## config.mk

```make
export PLATFORM = sky130hd
export DESIGN_NAME = layer_priority_color_blender_flat
export DESIGN_NICKNAME = d
export VERILOG_FILES = /design/src/sv/lpcb_pkg.sv /design/src/sv/lpcb_if.sv /design/src/sv/layer_priority_color_blender.sv /design/src/flat_wrapper.sv
export SDC_FILE = /design/constraint.sdc
export NUM_CORES = 1
export LEC_CHECK = 0
export BUFFER_PORTS_ARGS = -buffer_cell sky130_fd_sc_hd__buf_2
export CAP_MARGIN = 20
export CORE_MARGIN = 5
export CORE_UTILIZATION = 45
export CTS_BUF_LIST = sky130_fd_sc_hd__clkbuf_2 sky130_fd_sc_hd__clkbuf_4 sky130_fd_sc_hd__clkbuf_8
export CTS_CLUSTER_SIZE = 24
export DETAILED_ROUTE_END_ITERATION = 12
export GPL_TIMING_DRIVEN = 0
export PLACE_DENSITY = 0.64
export RECOVER_POWER = 25
export SYNTH_ARGS = -nofsm -noshare
export SYNTH_HDL_FRONTEND = slang
export SYNTH_SLANG_ARGS = --single-unit
```

## constraint.sdc

```tcl
create_clock -name i_clk -period 7 [get_ports i_clk]
set_input_delay 1.4 -clock i_clk [delete_from_list [all_inputs] [get_ports i_clk]]
set_output_delay 1.4 -clock i_clk [all_outputs]
set_load 0.005 [all_outputs]
```

## src/sv/lpcb_pkg.sv

```systemverilog
// Package: shared types, codes and channel arithmetic of the layer priority color blender
`timescale 1ns / 1ps

package lpcb_pkg;

    localparam int COLOR_W = 15;
    localparam int CHAN_W  = 5;
    localparam int LAYER_W = 3;
    localparam int PRIO_W  = 3;
    localparam int WGT_W   = 5;
    localparam int MODE_W  = 2;
    localparam int CFG_IDX_W  = 2;
    localparam int CFG_DATA_W = 5;

    localparam logic [LAYER_W-1:0] LAYER_OBJ      = 3'd0;
    localparam logic [LAYER_W-1:0] LAYER_BACKDROP = 3'd5;
    localparam logic [PRIO_W-1:0]  PRIO_BEST      = 3'd0;
    localparam logic [PRIO_W-1:0]  PRIO_LAST      = 3'd3;
    localparam logic [PRIO_W-1:0]  PRIO_TRANSP    = 3'd4;
    localparam logic [WGT_W-1:0]   WGT_FULL       = 5'd16;
    localparam logic [CHAN_W-1:0]  CHAN_MAX       = 5'd31;

    typedef enum logic [MODE_W-1:0] {
        MODE_NONE     = 2'd0,
        MODE_ALPHA    = 2'd1,
        MODE_BRIGHTEN = 2'd2,
        MODE_DARKEN   = 2'd3
    } t_effect_mode;

    typedef enum logic [CFG_IDX_W-1:0] {
        CFG_EFFECT_MODE   = 2'd0,
        CFG_WEIGHT_TOP    = 2'd1,
        CFG_WEIGHT_BOTTOM = 2'd2,
        CFG_FADE_AMOUNT   = 2'd3
    } t_cfg_index;

    // Tracking slots; each slot carries the current color of its layer
    typedef struct packed {
        logic [PRIO_W-1:0]  top_prio;
        logic [LAYER_W-1:0] top_sel;
        logic [COLOR_W-1:0] top_color;
        logic [PRIO_W-1:0]  bot0_prio;
        logic [LAYER_W-1:0] bot0_sel;
        logic [COLOR_W-1:0] bot0_color;
        logic [PRIO_W-1:0]  bot1_prio;
        logic [LAYER_W-1:0] bot1_sel;
        logic [COLOR_W-1:0] bot1_color;
        logic [PRIO_W-1:0]  front_prio;
        logic [LAYER_W-1:0] front_sel;
        logic [COLOR_W-1:0] front_color;
        logic               semi_seen;
    } t_track;

    // Limit a weight to sixteen sixteenths
    function automatic logic [WGT_W-1:0] clip16(input logic [WGT_W-1:0] w);
        return (w > WGT_FULL) ? WGT_FULL : w;
    endfunction

    // Weighted sum of two channels, saturated to the channel maximum
    function automatic logic [CHAN_W-1:0] blend_chan(
        input logic [CHAN_W-1:0] a,
        input logic [CHAN_W-1:0] b,
        input logic [WGT_W-1:0]  ea,
        input logic [WGT_W-1:0]  eb
    );
        logic [9:0] pa;
        logic [9:0] pb;
        logic [9:0] sum;
        pa  = {5'd0, a} * {5'd0, ea};
        pb  = {5'd0, b} * {5'd0, eb};
        sum = pa + pb;
        return sum[9] ? CHAN_MAX : sum[8:4];
    endfunction

    // Move a channel toward white or black, keeping weight w of sixteen of the channel
    function automatic logic [CHAN_W-1:0] fade_chan(
        input logic [CHAN_W-1:0] c,
        input logic [WGT_W-1:0]  w,
        input logic              brighten
    );
        logic [WGT_W-1:0] inv;
        logic [9:0]       pa;
        logic [9:0]       pb;
        logic [9:0]       sum;
        inv = WGT_FULL - w;
        pa  = {5'd0, c} * {5'd0, w};
        pb  = {5'd0, CHAN_MAX} * {5'd0, inv};
        sum = brighten ? (pa + pb) : pa;
        return sum[8:4];
    endfunction

endpackage

```

## src/sv/lpcb_if.sv

```systemverilog
// Interfaces: layer contribution, resolved pixel and register write channels
`timescale 1ns / 1ps

interface lpcb_in_if;
    logic                          valid;
    logic                          ready;
    logic                          first_of_pixel;
    logic                          last_of_pixel;
    logic [lpcb_pkg::LAYER_W-1:0]  layer_id;
    logic [lpcb_pkg::PRIO_W-1:0]   prio_level;
    logic                          is_top_target;
    logic                          is_bottom_target;
    logic [lpcb_pkg::COLOR_W-1:0]  pixel_in;
    logic                          obj_semi_trans;

    modport source (
        output valid, first_of_pixel, last_of_pixel, layer_id, prio_level,
               is_top_target, is_bottom_target, pixel_in, obj_semi_trans,
        input  ready
    );
    modport sink (
        input  valid, first_of_pixel, last_of_pixel, layer_id, prio_level,
               is_top_target, is_bottom_target, pixel_in, obj_semi_trans,
        output ready
    );
endinterface

interface lpcb_out_if;
    logic                          valid;
    logic                          ready;
    logic [lpcb_pkg::COLOR_W-1:0]  pixel_out;

    modport source (output valid, pixel_out, input ready);
    modport sink (input valid, pixel_out, output ready);
endinterface

interface lpcb_cfg_if;
    logic                            valid;
    logic                            ready;
    logic [lpcb_pkg::CFG_IDX_W-1:0]  index;
    logic [lpcb_pkg::CFG_DATA_W-1:0] data;

    modport source (output valid, index, data, input ready);
    modport sink (input valid, index, data, output ready);
endinterface

```

## src/sv/layer_priority_color_blender.sv

```systemverilog
// Top level: layer priority tracking and color effect resolve for one pixel at a time
//
//  channel  | dir | word                                         | accepted when
//  ---------+-----+----------------------------------------------+--------------------
//  i_pix    | in  | one layer contribution of a pixel            | valid && ready
//  o_pix    | out | resolved 15-bit pixel color                  | valid && ready
//  i_cfg    | in  | register index and write data                | valid && ready
//
//  One contribution is taken per cycle while i_pix.ready is high; tracking slots
//  update at acceptance. A pixel's last word lands in a snapshot register, is
//  resolved from it and passes through the output register to o_pix.
//  Reset clears slot priorities, selects, config registers and valid flags.
//  A stalled o_pix holds the snapshot; i_pix.ready drops only when both hold.
`timescale 1ns / 1ps

module layer_priority_color_blender (
    input  logic        i_clk,
    input  logic        i_rst_n,
    lpcb_in_if.sink     i_pix,
    lpcb_out_if.source  o_pix,
    lpcb_cfg_if.sink    i_cfg
);

    // Configuration registers
    lpcb_pkg::t_effect_mode          r_mode;
    logic [lpcb_pkg::WGT_W-1:0]      r_wgt_top;
    logic [lpcb_pkg::WGT_W-1:0]      r_wgt_bot;
    logic [lpcb_pkg::WGT_W-1:0]      r_fade;

    // Tracking state
    lpcb_pkg::t_track                r_trk;
    lpcb_pkg::t_track                n_trk;
    logic [lpcb_pkg::COLOR_W-1:0]    r_backdrop;
    logic [lpcb_pkg::COLOR_W-1:0]    n_backdrop;

    // Snapshot and output stages
    lpcb_pkg::t_track                r_snap;
    logic                            r_snap_vld;
    logic                            r_out_vld;
    logic [lpcb_pkg::COLOR_W-1:0]    r_out_pixel;
    logic [lpcb_pkg::COLOR_W-1:0]    n_out_pixel;

    logic                            w_in_acc;
    logic                            w_snap_adv;
    logic [lpcb_pkg::PRIO_W-1:0]     w_prio;

    // Resolve signals
    logic                            w_bi;
    logic [lpcb_pkg::PRIO_W-1:0]     w_bprio;
    logic [lpcb_pkg::COLOR_W-1:0]    w_bcolor;
    logic                            w_blend_ok;
    logic                            w_semi_force;
    logic                            w_fade_plain;
    logic [lpcb_pkg::WGT_W-1:0]      w_ea;
    logic [lpcb_pkg::WGT_W-1:0]      w_eb;
    logic [lpcb_pkg::WGT_W-1:0]      w_fw;
    logic [lpcb_pkg::COLOR_W-1:0]    w_mix;
    logic [lpcb_pkg::COLOR_W-1:0]    w_alpha;
    logic [lpcb_pkg::COLOR_W-1:0]    w_faded;

    // Handshakes
    assign w_snap_adv  = !r_out_vld || o_pix.ready;
    assign i_pix.ready = !r_snap_vld || w_snap_adv;
    assign w_in_acc    = i_pix.valid && i_pix.ready;
    assign i_cfg.ready = 1'b1;
    assign o_pix.valid     = r_out_vld;
    assign o_pix.pixel_out = r_out_pixel;

    // Write configuration registers
    always_ff @(posedge i_clk) begin
        if (!i_rst_n) begin
            r_mode    <= lpcb_pkg::MODE_NONE;
            r_wgt_top <= '0;
            r_wgt_bot <= '0;
            r_fade    <= '0;
        end else if (i_cfg.valid && i_cfg.ready) begin
            case (lpcb_pkg::t_cfg_index'(i_cfg.index))
                lpcb_pkg::CFG_EFFECT_MODE:
                    r_mode <= lpcb_pkg::t_effect_mode'(i_cfg.data[lpcb_pkg::MODE_W-1:0]);
                lpcb_pkg::CFG_WEIGHT_TOP:    r_wgt_top <= i_cfg.data;
                lpcb_pkg::CFG_WEIGHT_BOTTOM: r_wgt_bot <= i_cfg.data;
                lpcb_pkg::CFG_FADE_AMOUNT:   r_fade    <= i_cfg.data;
                default: ;
            endcase
        end
    end

    // Apply one contribution to the tracking slots
    assign w_prio = (i_pix.prio_level > lpcb_pkg::PRIO_TRANSP) ?
                    lpcb_pkg::PRIO_TRANSP : i_pix.prio_level;

    always_comb begin
        n_trk      = r_trk;
        n_backdrop = r_backdrop;
        // Clear the slots; they point at the backdrop again
        if (i_pix.first_of_pixel) begin
            n_trk.top_prio    = lpcb_pkg::PRIO_TRANSP;
            n_trk.top_sel     = lpcb_pkg::LAYER_BACKDROP;
            n_trk.top_color   = r_backdrop;
            n_trk.bot0_prio   = lpcb_pkg::PRIO_TRANSP;
            n_trk.bot0_sel    = lpcb_pkg::LAYER_BACKDROP;
            n_trk.bot0_color  = r_backdrop;
            n_trk.bot1_prio   = lpcb_pkg::PRIO_TRANSP;
            n_trk.bot1_sel    = lpcb_pkg::LAYER_BACKDROP;
            n_trk.bot1_color  = r_backdrop;
            n_trk.front_prio  = lpcb_pkg::PRIO_TRANSP;
            n_trk.front_sel   = lpcb_pkg::LAYER_BACKDROP;
            n_trk.front_color = r_backdrop;
            n_trk.semi_seen   = 1'b0;
        end
        if (i_pix.layer_id <= lpcb_pkg::LAYER_BACKDROP) begin
            if (i_pix.layer_id == lpcb_pkg::LAYER_BACKDROP) begin
                n_backdrop = i_pix.pixel_in;
            end
            // Refresh the color of every slot that holds this layer
            if (n_trk.top_sel == i_pix.layer_id) begin
                n_trk.top_color = i_pix.pixel_in;
            end
            if (n_trk.bot0_sel == i_pix.layer_id) begin
                n_trk.bot0_color = i_pix.pixel_in;
            end
            if (n_trk.bot1_sel == i_pix.layer_id) begin
                n_trk.bot1_color = i_pix.pixel_in;
            end
            if (n_trk.front_sel == i_pix.layer_id) begin
                n_trk.front_color = i_pix.pixel_in;
            end
            if (i_pix.layer_id == lpcb_pkg::LAYER_OBJ && i_pix.obj_semi_trans) begin
                // Semi-transparent object takes the top slot only
                n_trk.top_prio  = lpcb_pkg::PRIO_BEST;
                n_trk.top_sel   = lpcb_pkg::LAYER_OBJ;
                n_trk.top_color = i_pix.pixel_in;
                n_trk.semi_seen = 1'b1;
            end else begin
                if (i_pix.is_top_target && w_prio < n_trk.top_prio) begin
                    n_trk.top_prio  = w_prio;
                    n_trk.top_sel   = i_pix.layer_id;
                    n_trk.top_color = i_pix.pixel_in;
                end
                if (i_pix.is_bottom_target) begin
                    if (w_prio < n_trk.bot0_prio) begin
                        n_trk.bot1_prio  = n_trk.bot0_prio;
                        n_trk.bot1_sel   = n_trk.bot0_sel;
                        n_trk.bot1_color = n_trk.bot0_color;
                        n_trk.bot0_prio  = w_prio;
                        n_trk.bot0_sel   = i_pix.layer_id;
                        n_trk.bot0_color = i_pix.pixel_in;
                    end else if (w_prio < n_trk.bot1_prio) begin
                        n_trk.bot1_prio  = w_prio;
                        n_trk.bot1_sel   = i_pix.layer_id;
                        n_trk.bot1_color = i_pix.pixel_in;
                    end
                end
                if (w_prio < n_trk.front_prio) begin
                    n_trk.front_prio  = w_prio;
                    n_trk.front_sel   = i_pix.layer_id;
                    n_trk.front_color = i_pix.pixel_in;
                end
            end
        end
    end

    // Hold the tracking slots between words; colors are payload and skip reset
    always_ff @(posedge i_clk) begin
        if (!i_rst_n) begin
            r_trk.top_prio   <= lpcb_pkg::PRIO_TRANSP;
            r_trk.top_sel    <= lpcb_pkg::LAYER_BACKDROP;
            r_trk.bot0_prio  <= lpcb_pkg::PRIO_TRANSP;
            r_trk.bot0_sel   <= lpcb_pkg::LAYER_BACKDROP;
            r_trk.bot1_prio  <= lpcb_pkg::PRIO_TRANSP;
            r_trk.bot1_sel   <= lpcb_pkg::LAYER_BACKDROP;
            r_trk.front_prio <= lpcb_pkg::PRIO_TRANSP;
            r_trk.front_sel  <= lpcb_pkg::LAYER_BACKDROP;
            r_trk.semi_seen  <= 1'b0;
        end else if (w_in_acc) begin
            r_trk <= n_trk;
        end
    end

    // Backdrop color is payload: no reset
    always_ff @(posedge i_clk) begin
        if (w_in_acc) begin
            r_backdrop <= n_backdrop;
        end
    end

    // Capture the finished slots on the last word of a pixel
    always_ff @(posedge i_clk) begin
        if (!i_rst_n) begin
            r_snap_vld <= 1'b0;
        end else if (w_in_acc && i_pix.last_of_pixel) begin
            r_snap_vld <= 1'b1;
        end else if (w_snap_adv) begin
            r_snap_vld <= 1'b0;
        end
    end

    always_ff @(posedge i_clk) begin
        if (w_in_acc && i_pix.last_of_pixel) begin
            r_snap <= n_trk;
        end
    end

    // Pick the bottom slot that is not the top layer itself
    assign w_bi     = (r_snap.top_sel == r_snap.bot0_sel);
    assign w_bprio  = w_bi ? r_snap.bot1_prio  : r_snap.bot0_prio;
    assign w_bcolor = w_bi ? r_snap.bot1_color : r_snap.bot0_color;

    assign w_blend_ok = !(r_snap.top_prio > r_snap.front_prio ||
                          r_snap.top_prio > w_bprio ||
                          r_snap.top_prio > lpcb_pkg::PRIO_LAST ||
                          w_bprio > lpcb_pkg::PRIO_LAST);
    assign w_semi_force = r_snap.semi_seen && r_snap.top_sel == lpcb_pkg::LAYER_OBJ &&
                          r_snap.bot0_sel != lpcb_pkg::LAYER_BACKDROP;
    assign w_fade_plain = r_snap.top_prio > r_snap.front_prio ||
                          r_snap.top_sel == lpcb_pkg::LAYER_BACKDROP;

    assign w_ea = lpcb_pkg::clip16(r_wgt_top);
    assign w_eb = lpcb_pkg::clip16(r_wgt_bot);
    assign w_fw = lpcb_pkg::WGT_FULL - lpcb_pkg::clip16(r_fade);

    // Per-channel blend and fade
    always_comb begin
        for (int ch = 0; ch < 3; ch++) begin
            w_mix[ch*5 +: 5]   = lpcb_pkg::blend_chan(r_snap.top_color[ch*5 +: 5],
                                                      w_bcolor[ch*5 +: 5], w_ea, w_eb);
            w_faded[ch*5 +: 5] = lpcb_pkg::fade_chan(r_snap.top_color[ch*5 +: 5], w_fw,
                                                     r_mode == lpcb_pkg::MODE_BRIGHTEN);
        end
    end

    assign w_alpha = w_blend_ok ? w_mix : r_snap.front_color;

    // Select the effect
    always_comb begin
        case (r_mode)
            lpcb_pkg::MODE_ALPHA: n_out_pixel = w_alpha;
            lpcb_pkg::MODE_BRIGHTEN,
            lpcb_pkg::MODE_DARKEN: begin
                if (w_fade_plain) begin
                    n_out_pixel = r_snap.front_color;
                end else if (w_semi_force) begin
                    n_out_pixel = w_alpha;
                end else begin
                    n_out_pixel = w_faded;
                end
            end
            default: n_out_pixel = w_semi_force ? w_alpha : r_snap.front_color;
        endcase
    end

    // Output register
    always_ff @(posedge i_clk) begin
        if (!i_rst_n) begin
            r_out_vld <= 1'b0;
        end else if (w_snap_adv) begin
            r_out_vld <= r_snap_vld;
        end
    end

    always_ff @(posedge i_clk) begin
        if (w_snap_adv && r_snap_vld) begin
            r_out_pixel <= n_out_pixel;
        end
    end

    // Checks
    a_snap_hold: assert property (@(posedge i_clk) disable iff (!i_rst_n)
        r_snap_vld && !w_snap_adv |=> r_snap_vld)
        else $error("pending snapshot dropped while output stalled");

    a_out_from_snap: assert property (@(posedge i_clk) disable iff (!i_rst_n)
        $rose(r_out_vld) |-> $past(r_snap_vld))
        else $error("output word without a snapshot");

    a_front_le_bottom: assert property (@(posedge i_clk) disable iff (!i_rst_n)
        r_trk.front_prio <= r_trk.bot0_prio && r_trk.bot0_prio <= r_trk.bot1_prio)
        else $error("priority ordering of tracking slots broken");

    a_clear_on_first: assert property (@(posedge i_clk) disable iff (!i_rst_n)
        w_in_acc && i_pix.first_of_pixel &&
        i_pix.layer_id > lpcb_pkg::LAYER_BACKDROP
        |=> r_trk.front_prio == lpcb_pkg::PRIO_TRANSP && !r_trk.semi_seen)
        else $error("first word did not clear tracking");

endmodule
```

## src/flat_wrapper.sv

```systemverilog
// flat-port wrapper written by rule: the top's interface ports become plain ports
module layer_priority_color_blender_flat 
  (i_clk, i_rst_n, i_pix_valid, i_pix_first_of_pixel, i_pix_last_of_pixel, i_pix_layer_id, i_pix_prio_level, i_pix_is_top_target, i_pix_is_bottom_target, i_pix_pixel_in, i_pix_obj_semi_trans, i_pix_ready, o_pix_valid, o_pix_pixel_out, o_pix_ready, i_cfg_valid, i_cfg_index, i_cfg_data, i_cfg_ready);
  lpcb_in_if i_pix_i ();
  lpcb_out_if o_pix_i ();
  lpcb_cfg_if i_cfg_i ();
  input  logic i_clk;
  input  logic i_rst_n;
  input wire logic [$bits(i_pix_i.valid)-1:0] i_pix_valid;
  input wire logic [$bits(i_pix_i.first_of_pixel)-1:0] i_pix_first_of_pixel;
  input wire logic [$bits(i_pix_i.last_of_pixel)-1:0] i_pix_last_of_pixel;
  input wire logic [$bits(i_pix_i.layer_id)-1:0] i_pix_layer_id;
  input wire logic [$bits(i_pix_i.prio_level)-1:0] i_pix_prio_level;
  input wire logic [$bits(i_pix_i.is_top_target)-1:0] i_pix_is_top_target;
  input wire logic [$bits(i_pix_i.is_bottom_target)-1:0] i_pix_is_bottom_target;
  input wire logic [$bits(i_pix_i.pixel_in)-1:0] i_pix_pixel_in;
  input wire logic [$bits(i_pix_i.obj_semi_trans)-1:0] i_pix_obj_semi_trans;
  output wire logic [$bits(i_pix_i.ready)-1:0] i_pix_ready;
  output wire logic [$bits(o_pix_i.valid)-1:0] o_pix_valid;
  output wire logic [$bits(o_pix_i.pixel_out)-1:0] o_pix_pixel_out;
  input wire logic [$bits(o_pix_i.ready)-1:0] o_pix_ready;
  input wire logic [$bits(i_cfg_i.valid)-1:0] i_cfg_valid;
  input wire logic [$bits(i_cfg_i.index)-1:0] i_cfg_index;
  input wire logic [$bits(i_cfg_i.data)-1:0] i_cfg_data;
  output wire logic [$bits(i_cfg_i.ready)-1:0] i_cfg_ready;
  assign i_pix_i.valid = i_pix_valid;
  assign i_pix_i.first_of_pixel = i_pix_first_of_pixel;
  assign i_pix_i.last_of_pixel = i_pix_last_of_pixel;
  assign i_pix_i.layer_id = i_pix_layer_id;
  assign i_pix_i.prio_level = i_pix_prio_level;
  assign i_pix_i.is_top_target = i_pix_is_top_target;
  assign i_pix_i.is_bottom_target = i_pix_is_bottom_target;
  assign i_pix_i.pixel_in = i_pix_pixel_in;
  assign i_pix_i.obj_semi_trans = i_pix_obj_semi_trans;
  assign i_pix_ready = i_pix_i.ready;
  assign o_pix_valid = o_pix_i.valid;
  assign o_pix_pixel_out = o_pix_i.pixel_out;
  assign o_pix_i.ready = o_pix_ready;
  assign i_cfg_i.valid = i_cfg_valid;
  assign i_cfg_i.index = i_cfg_index;
  assign i_cfg_i.data = i_cfg_data;
  assign i_cfg_ready = i_cfg_i.ready;
  layer_priority_color_blender u_core (.i_clk(i_clk), .i_rst_n(i_rst_n), .i_pix(i_pix_i), .o_pix(o_pix_i), .i_cfg(i_cfg_i));
endmodule
```

# Yosys cells after proc, flatten, opt, wreduce, memory -nomap -nowiden
# Index checks and enable logic that the tools add are counted.
# op_classes
n_div,0
n_reduce_logical,26
eq_ne,14
mul,10
magnitude_cmp,13
bitwise,0
addsub,8
mux,34
shifts,0
# op_table
cell,count
2-to-1 mux 85 bit,2
2-to-1 mux 15 bit,9
2-to-1 mux 21 bit,6
2-to-1 mux 63 bit,1
multiplier 5 x 5 -> 10 bit,6
2-to-1 mux 42 bit,1
adder 10 bit,3
2-to-1 mux 5 bit,6
case mux 15 bit (2 select lines),1
adder 9 bit,3
multiplier 5 x 5 -> 9 bit,3
2-to-1 mux 9 bit,3
== test 3 bit,5
greater-than comparator 5 bit (second input constant),3
less-than comparator 3 bit,4
AND reduction 2 bit,5
subtractor 5 bit (first input constant),2
multiplier 5 x 5 -> 9 bit (first input constant),1
== test 2 bit (second input constant),4
logical AND 1 bit,7
== test 3 bit (second input constant),2
greater-than comparator 3 x 2 -> 1 bit (second input constant),2
greater-than comparator 3 bit,2
logical NOT 3 bit,2
12 further kinds,22
# totals
wordCells,137
latch_bits,0
memories,0
output_inout_bits,18
regBits,213
romBits,0
mem_bits_rw,0

# Depth between registers and ports, before layout
# depth
depth_word,10
depth_mapped,26
mapped_depth_nobuf,23

# Worst setup path before layout
# Ideal clock, no wire load.
# synth_timing
path_kind,reg2reg
start,register u_core.r_snap[79] (netlist name)
end,"register u_core.r_out_pixel (netlist bit u_core.o_pix.pixel_out[7]), data pin"
slack_ns,0.834
path_stages_with_launch,24
setup_time_ns,0.268
n_path_buf,2
required_time_ns,6.732
arrival_time_ns,5.898
cell_sequence,edfxtp_1 > xnor2_1 > nand3_1 > buf_6 > buf_1 > mux2i_1 > nor2_1 > fa_1 > inv_1 > fa_1 > inv_1 > fa_1 > fa_1 > inv_1 > fa_1 > inv_1 > ha_1 > o21ai_0 > and2_1 > a311oi_1 > or3_1 > a21o_1 > a2111oi_1 > nor3_1
# synth_via
elab_chain_len,10
# synth_lines
item,line,text
"start, declared",layer_priority_color_blender.sv:37,lpcb_pkg::t_track r_snap;
"start signal, assigned",layer_priority_color_blender.sv:200,r_snap <= n_trk;
branches (longest 9 deep; another with multiplier 5 x 5 -> 10 bit),n/a,
case mux 15 bit (2 select lines) (*),layer_priority_color_blender.sv:236,case (r_mode)
named net u_core.n_out_pixel (one bit),layer_priority_color_blender.sv:41,logic [lpcb_pkg::COLOR_W-1:0] n_out_pixel;
"end signal, assigned",layer_priority_color_blender.sv:263,r_out_pixel <= n_out_pixel;
"end, declared",layer_priority_color_blender.sv:40,logic [lpcb_pkg::COLOR_W-1:0] r_out_pixel;
# Mark *: on every way through the listed nets, which the timed path passes.
# A chain may end at the register's enable or synchronous reset.

# Worst setup path after layout
# layout_timing
start,register u_core.r_snap[81] (netlist name)
end,"register u_core.r_out_pixel (netlist bit u_core.o_pix.pixel_out[7]), data pin"
# The elaborated chain is that of the path after synthesis.

==> flow_summary_export.csv <==
group,metric,value,unit
outcome,status,"finished, violations left",
outcome,violations,"max-capacitance violations, max-slew violations",
hold_path,hold_path_depth,2,
logic_synthesis,synthesis.nets,2254,
hold_path,min_to,"u_core.r_trk[62]$_SDFFE_PN0P_",
cts,cts_root_buf,"clkbuf_8",
worst_setup_path,startpoint_type,"register",
sta,tns,0,ns
power,p_leak,9.12,nW
routing,wl_per_cell,19.8,um
logic_synthesis,ys_seq_area_share,31.9,%
sta,layout_min_cycle_time,6.82,ns
logic_synthesis,synth_mux_area_share,6.37,%
logic_synthesis,synthFlopType,"edfxtp_1",
routing,drt-vias-per-instance,5.62,
power,ir_drop,0.000158,V
layout,layout_common_cells,"190 x ha_1, 183 x inv_1, 182 x nor2_1, 169 x edfxtp_1, 141 x nand2_1",
sta,final-setup-viol-count,0,
layout,drive_above_1_share,9.44,%
worst_setup_path,required,7.27,ns
logic_synthesis,synth_top_area_share,27.2,%
layout,antenna_cells,0,
floorplanning,core,0.0409,sq mm
layout,fill_cells,3790,
logic_synthesis,synth-xor-area-share,3.90,%
sta,hold_viol_final,0,
place,gp_congestion,0.909,
worst_setup_path,reg2reg_to,"u_core.o_pix.pixel_out[7]$_DFFE_PP_",
worst_setup_path,crit_type,"register to register",
global_route,grt_overflow,0,
logic_synthesis,synth_compound_area_share,11.6,%
cts,path_clk_slew,0.06,ns
logic_synthesis,ys_ff_latch,213,
sta,max_freq,147,MHz
cts,cts_buffers,38,
power,power,3.72,mW
logic_synthesis,synthAdderAreaFrac,25.5,%
global_route,antenna_found_initial,0,
routing,detail-route-antenna-nets,0,
floorplanning,num_rows,74,
worst_setup_path,worstPathMaxFanout,9,
layout,multiInputGateArea,0.0118,sq mm
place,io_buffers,52,
floorplanning,die_h,214,um
logic_synthesis,async_flop_share,0,%
logic_synthesis,synth_top_family_by_area,"adder cells",
floorplanning,initial_utilization,45.6,%
floorplanning,die-width,214,um
sta,worst_slew_pin_slew,2.60,ns
routing,vias,14400,
place,dpl_cell_area,0.0197,sq mm
hold_path,hold_start,"u_core.r_trk[62]$_SDFFE_PN0P_",
layout,register_area,0.00596,sq mm
run,max_cap_viol_count,1,
power,p_per_area,180,mW/mm^2
routing,drt_pass1_iterations,6,
routing,postRouteWirelength,50.8,mm
global_route,grt_use_total,22.4,%
cts,clockBufferDepth,3,
logic_synthesis,synth_top_area_cell,"edfxtp_1",
routing,drc,0,
worst_setup_path,reg2reg_slack,0.18,ns
layout,fin_area,0.0206,sq mm
sta,clock-skew-final,0.0273,ns
floorplanning,die_area,0.0456,sq mm
sta,drv_slew,28,
worst_setup_path,cp-end-kind,"register",
logic_synthesis,synth_area,0.0187,sq mm
global_route,grt_pass1_wl,80.5,mm
logic_synthesis,synth_simple_gate_area_share,15.0,%
worst_setup_path,r2r_start,"u_core.r_snap[81]$_DFFE_PP_",
logic_synthesis,syn_inst,1907,
layout,final_common_cell,"ha_1",
cts,cts_tree,"yes",
cts,h-tree-depth,2,
hold_path,hold_path.class,"register to register",
logic_synthesis,yosysWarningCount,0,
sta,fin_crit_sh,97.5,%
logic_synthesis,syn_area_per_cell,9.78,sq um
cts,clock_latency,0.56,ns
routing,drtIter0Drc,992,
worst_setup_path,cp.arrival,7.09,ns
logic_synthesis,synth_edf_count,169,
sta,slew_headroom,-73.7,%
floorplanning,ios,56,
sta,fin_hold_ws,0.464,ns
layout,fin_nets,2352,
sta,rsz0062_at_grt,"yes",
layout,area_delta_synth_final,10.5,%
cts,cts_sinks,213,
global_route,grt_max_degree,72,
logic_synthesis,synth_area_leaders,"edfxtp_1 27%, fa_1 13%, ha_1 13%, dfxtp_1 4.7%, mux2i_1 4.3%",
place,hpwl,39.7,mm
global_route,grt_pass1_vias,14600,
worst_setup_path,r2r_cells,23,
logic_synthesis,synth_cell_types,77,
registers in the layout (all words and copies together), names as in the netlist:
signal,flops
u_core.r_trk,85
u_core.r_mode,2
u_core.r_wgt_top,5
u_core.o_pix.valid,1
u_core.o_pix.pixel_out,15
u_core.r_snap_vld,1
u_core.r_fade,5
u_core.r_wgt_bot,5
u_core.r_snap,79
u_core.r_backdrop,15
cells in the mapped netlist, types with 5 or more instances:
master	instances
a211oi_1	13
a21o_1	14
a21oi_1	104
a221oi_1	16
a22oi_1	6
a31oi_1	6
and2_1	100
and3_1	6
buf_1	11
buf_2	10
clkbuf_1	67
dfxtp_1	44
edfxtp_1	169
fa_1	119
ha_1	190
inv_1	184
mux2_2	32
mux2i_1	80
nand2_1	141
nand2b_1	18
nand3_1	32
nor2_1	182
nor2b_1	30
nor3_1	27
o211ai_1	16
o21a_1	11
o21ai_0	61
o21bai_1	8
o22ai_1	10
o311ai_0	15
o31ai_1	10
or2_2	10
or3_1	5
xnor2_1	60
xor2_1	23
layout make-up:
cell class | count | area share, %
flip-flops and latches | 213 | 28.9
clock buffers | 49 | 2.94
repair buffers | 60 | 1.60
multi-input cells | 1419 | 57.5
plain buffers | 88 | 1.81
inverters | 185 | 3.38
well taps | 532 | 3.23
clock inverters | 19 | 0.668
worst max-delay path by stage:
stage | startpoint | end
6_report | u_core.r_snap[81]$_DFFE_PP_ | u_core.o_pix.pixel_out[7]$_DFFE_PP_
5_1_grt | u_core.r_snap[79]$_DFFE_PP_ | u_core.o_pix.pixel_out[4]$_DFFE_PP_
4_1_cts | u_core.r_fade[0]$_SDFFE_PN0P_ | u_core.o_pix.pixel_out[9]$_DFFE_PP_
3_5_place_dp | u_core.r_fade[0]$_SDFFE_PN0P_ | u_core.o_pix.pixel_out[9]$_DFFE_PP_
3_3_place_gp | u_core.r_fade[0]$_SDFFE_PN0P_ | u_core.o_pix.pixel_out[9]$_DFFE_PP_
2_1_floorplan | u_core.r_snap[79]$_DFFE_PP_ | u_core.o_pix.pixel_out[7]$_DFFE_PP_
power by group:
group | total [mW] | switching (mW) | internal, mW | leakage, nW
registers | 1.51 | 0.0457 | 1.47 | 1.93
clock network | 1.15 | 0.538 | 0.614 | 0.392
logic | 1.05 | 0.652 | 0.398 | 6.79
metal layers:
metal,track usage (%),vias up,routed length [um]
met5,0,-,0
met4,8.57,0,1940
met3,3.13,87,3030
met2,36.6,452,23400
met1,30.5,7031,22400
li1,-,6836,-
stage by stage:
stage | util, % | cells | setup slack [ns]
4_1_cts | 50.1 | 2562 | 0.0238
5_1_grt | 50.4 | 2565 | -0.0524
6_report | 50.4 | 2565 | 0.178
2_1_floorplan | - | 1907 | 0.834
3_3_place_gp | 47.8 | 2491 | -0.794
3_5_place_dp | 48.0 | 2494 | -0.896
worst max-delay path: stages, from the launching register on:
cell and delay, ns:
edfxtp_1 0.48, xnor2_2 0.20, nand3_1 0.13, buf_8 0.19, buf_4 0.22, buf_12 0.19
mux2i_4 0.38, nor2_1 0.08, ha_1 0.24, fa_1 0.48, inv_1 0.06, fa_1 0.56
fa_1 0.44, fa_1 0.50, inv_1 0.05, ha_1 0.29, and4_1 0.26, nand3_1 0.09
mux2_1 0.35, a311oi_2 0.41, o21ai_2 0.18, a21o_1 0.27, a2111oi_2 0.37, nor3_1 0.11
logic make-up (layout without fill, tap and decap cells):
| group | count (synthesis) | count (layout) |
|---|---|---|
| adder cells (fa/ha/maj) | 309 | 309 |
| other | 1 | 1 |
| buffers and inverters | 275 | 401 |
| AO/OA/AOI/OAI | 334 | 334 |
| AND/OR/NAND/NOR | 578 | 578 |
| multiplexers | 114 | 114 |
| flip-flops | 213 | 213 |
| XOR/XNOR | 83 | 83 |
what timing repair did:
| action | 4_1_cts | 5_1_grt |
|---|---|---|
| gates resized for setup | 28 | 26 |
| setup buffers | 0 | 4 |
| pin swaps | 0 | 7 |
| endpoints found under the setup margin | 14 | 14 |
| hold buffers | 0 | 0 |
No activity file was read; power rests on OpenSTA's default activity.
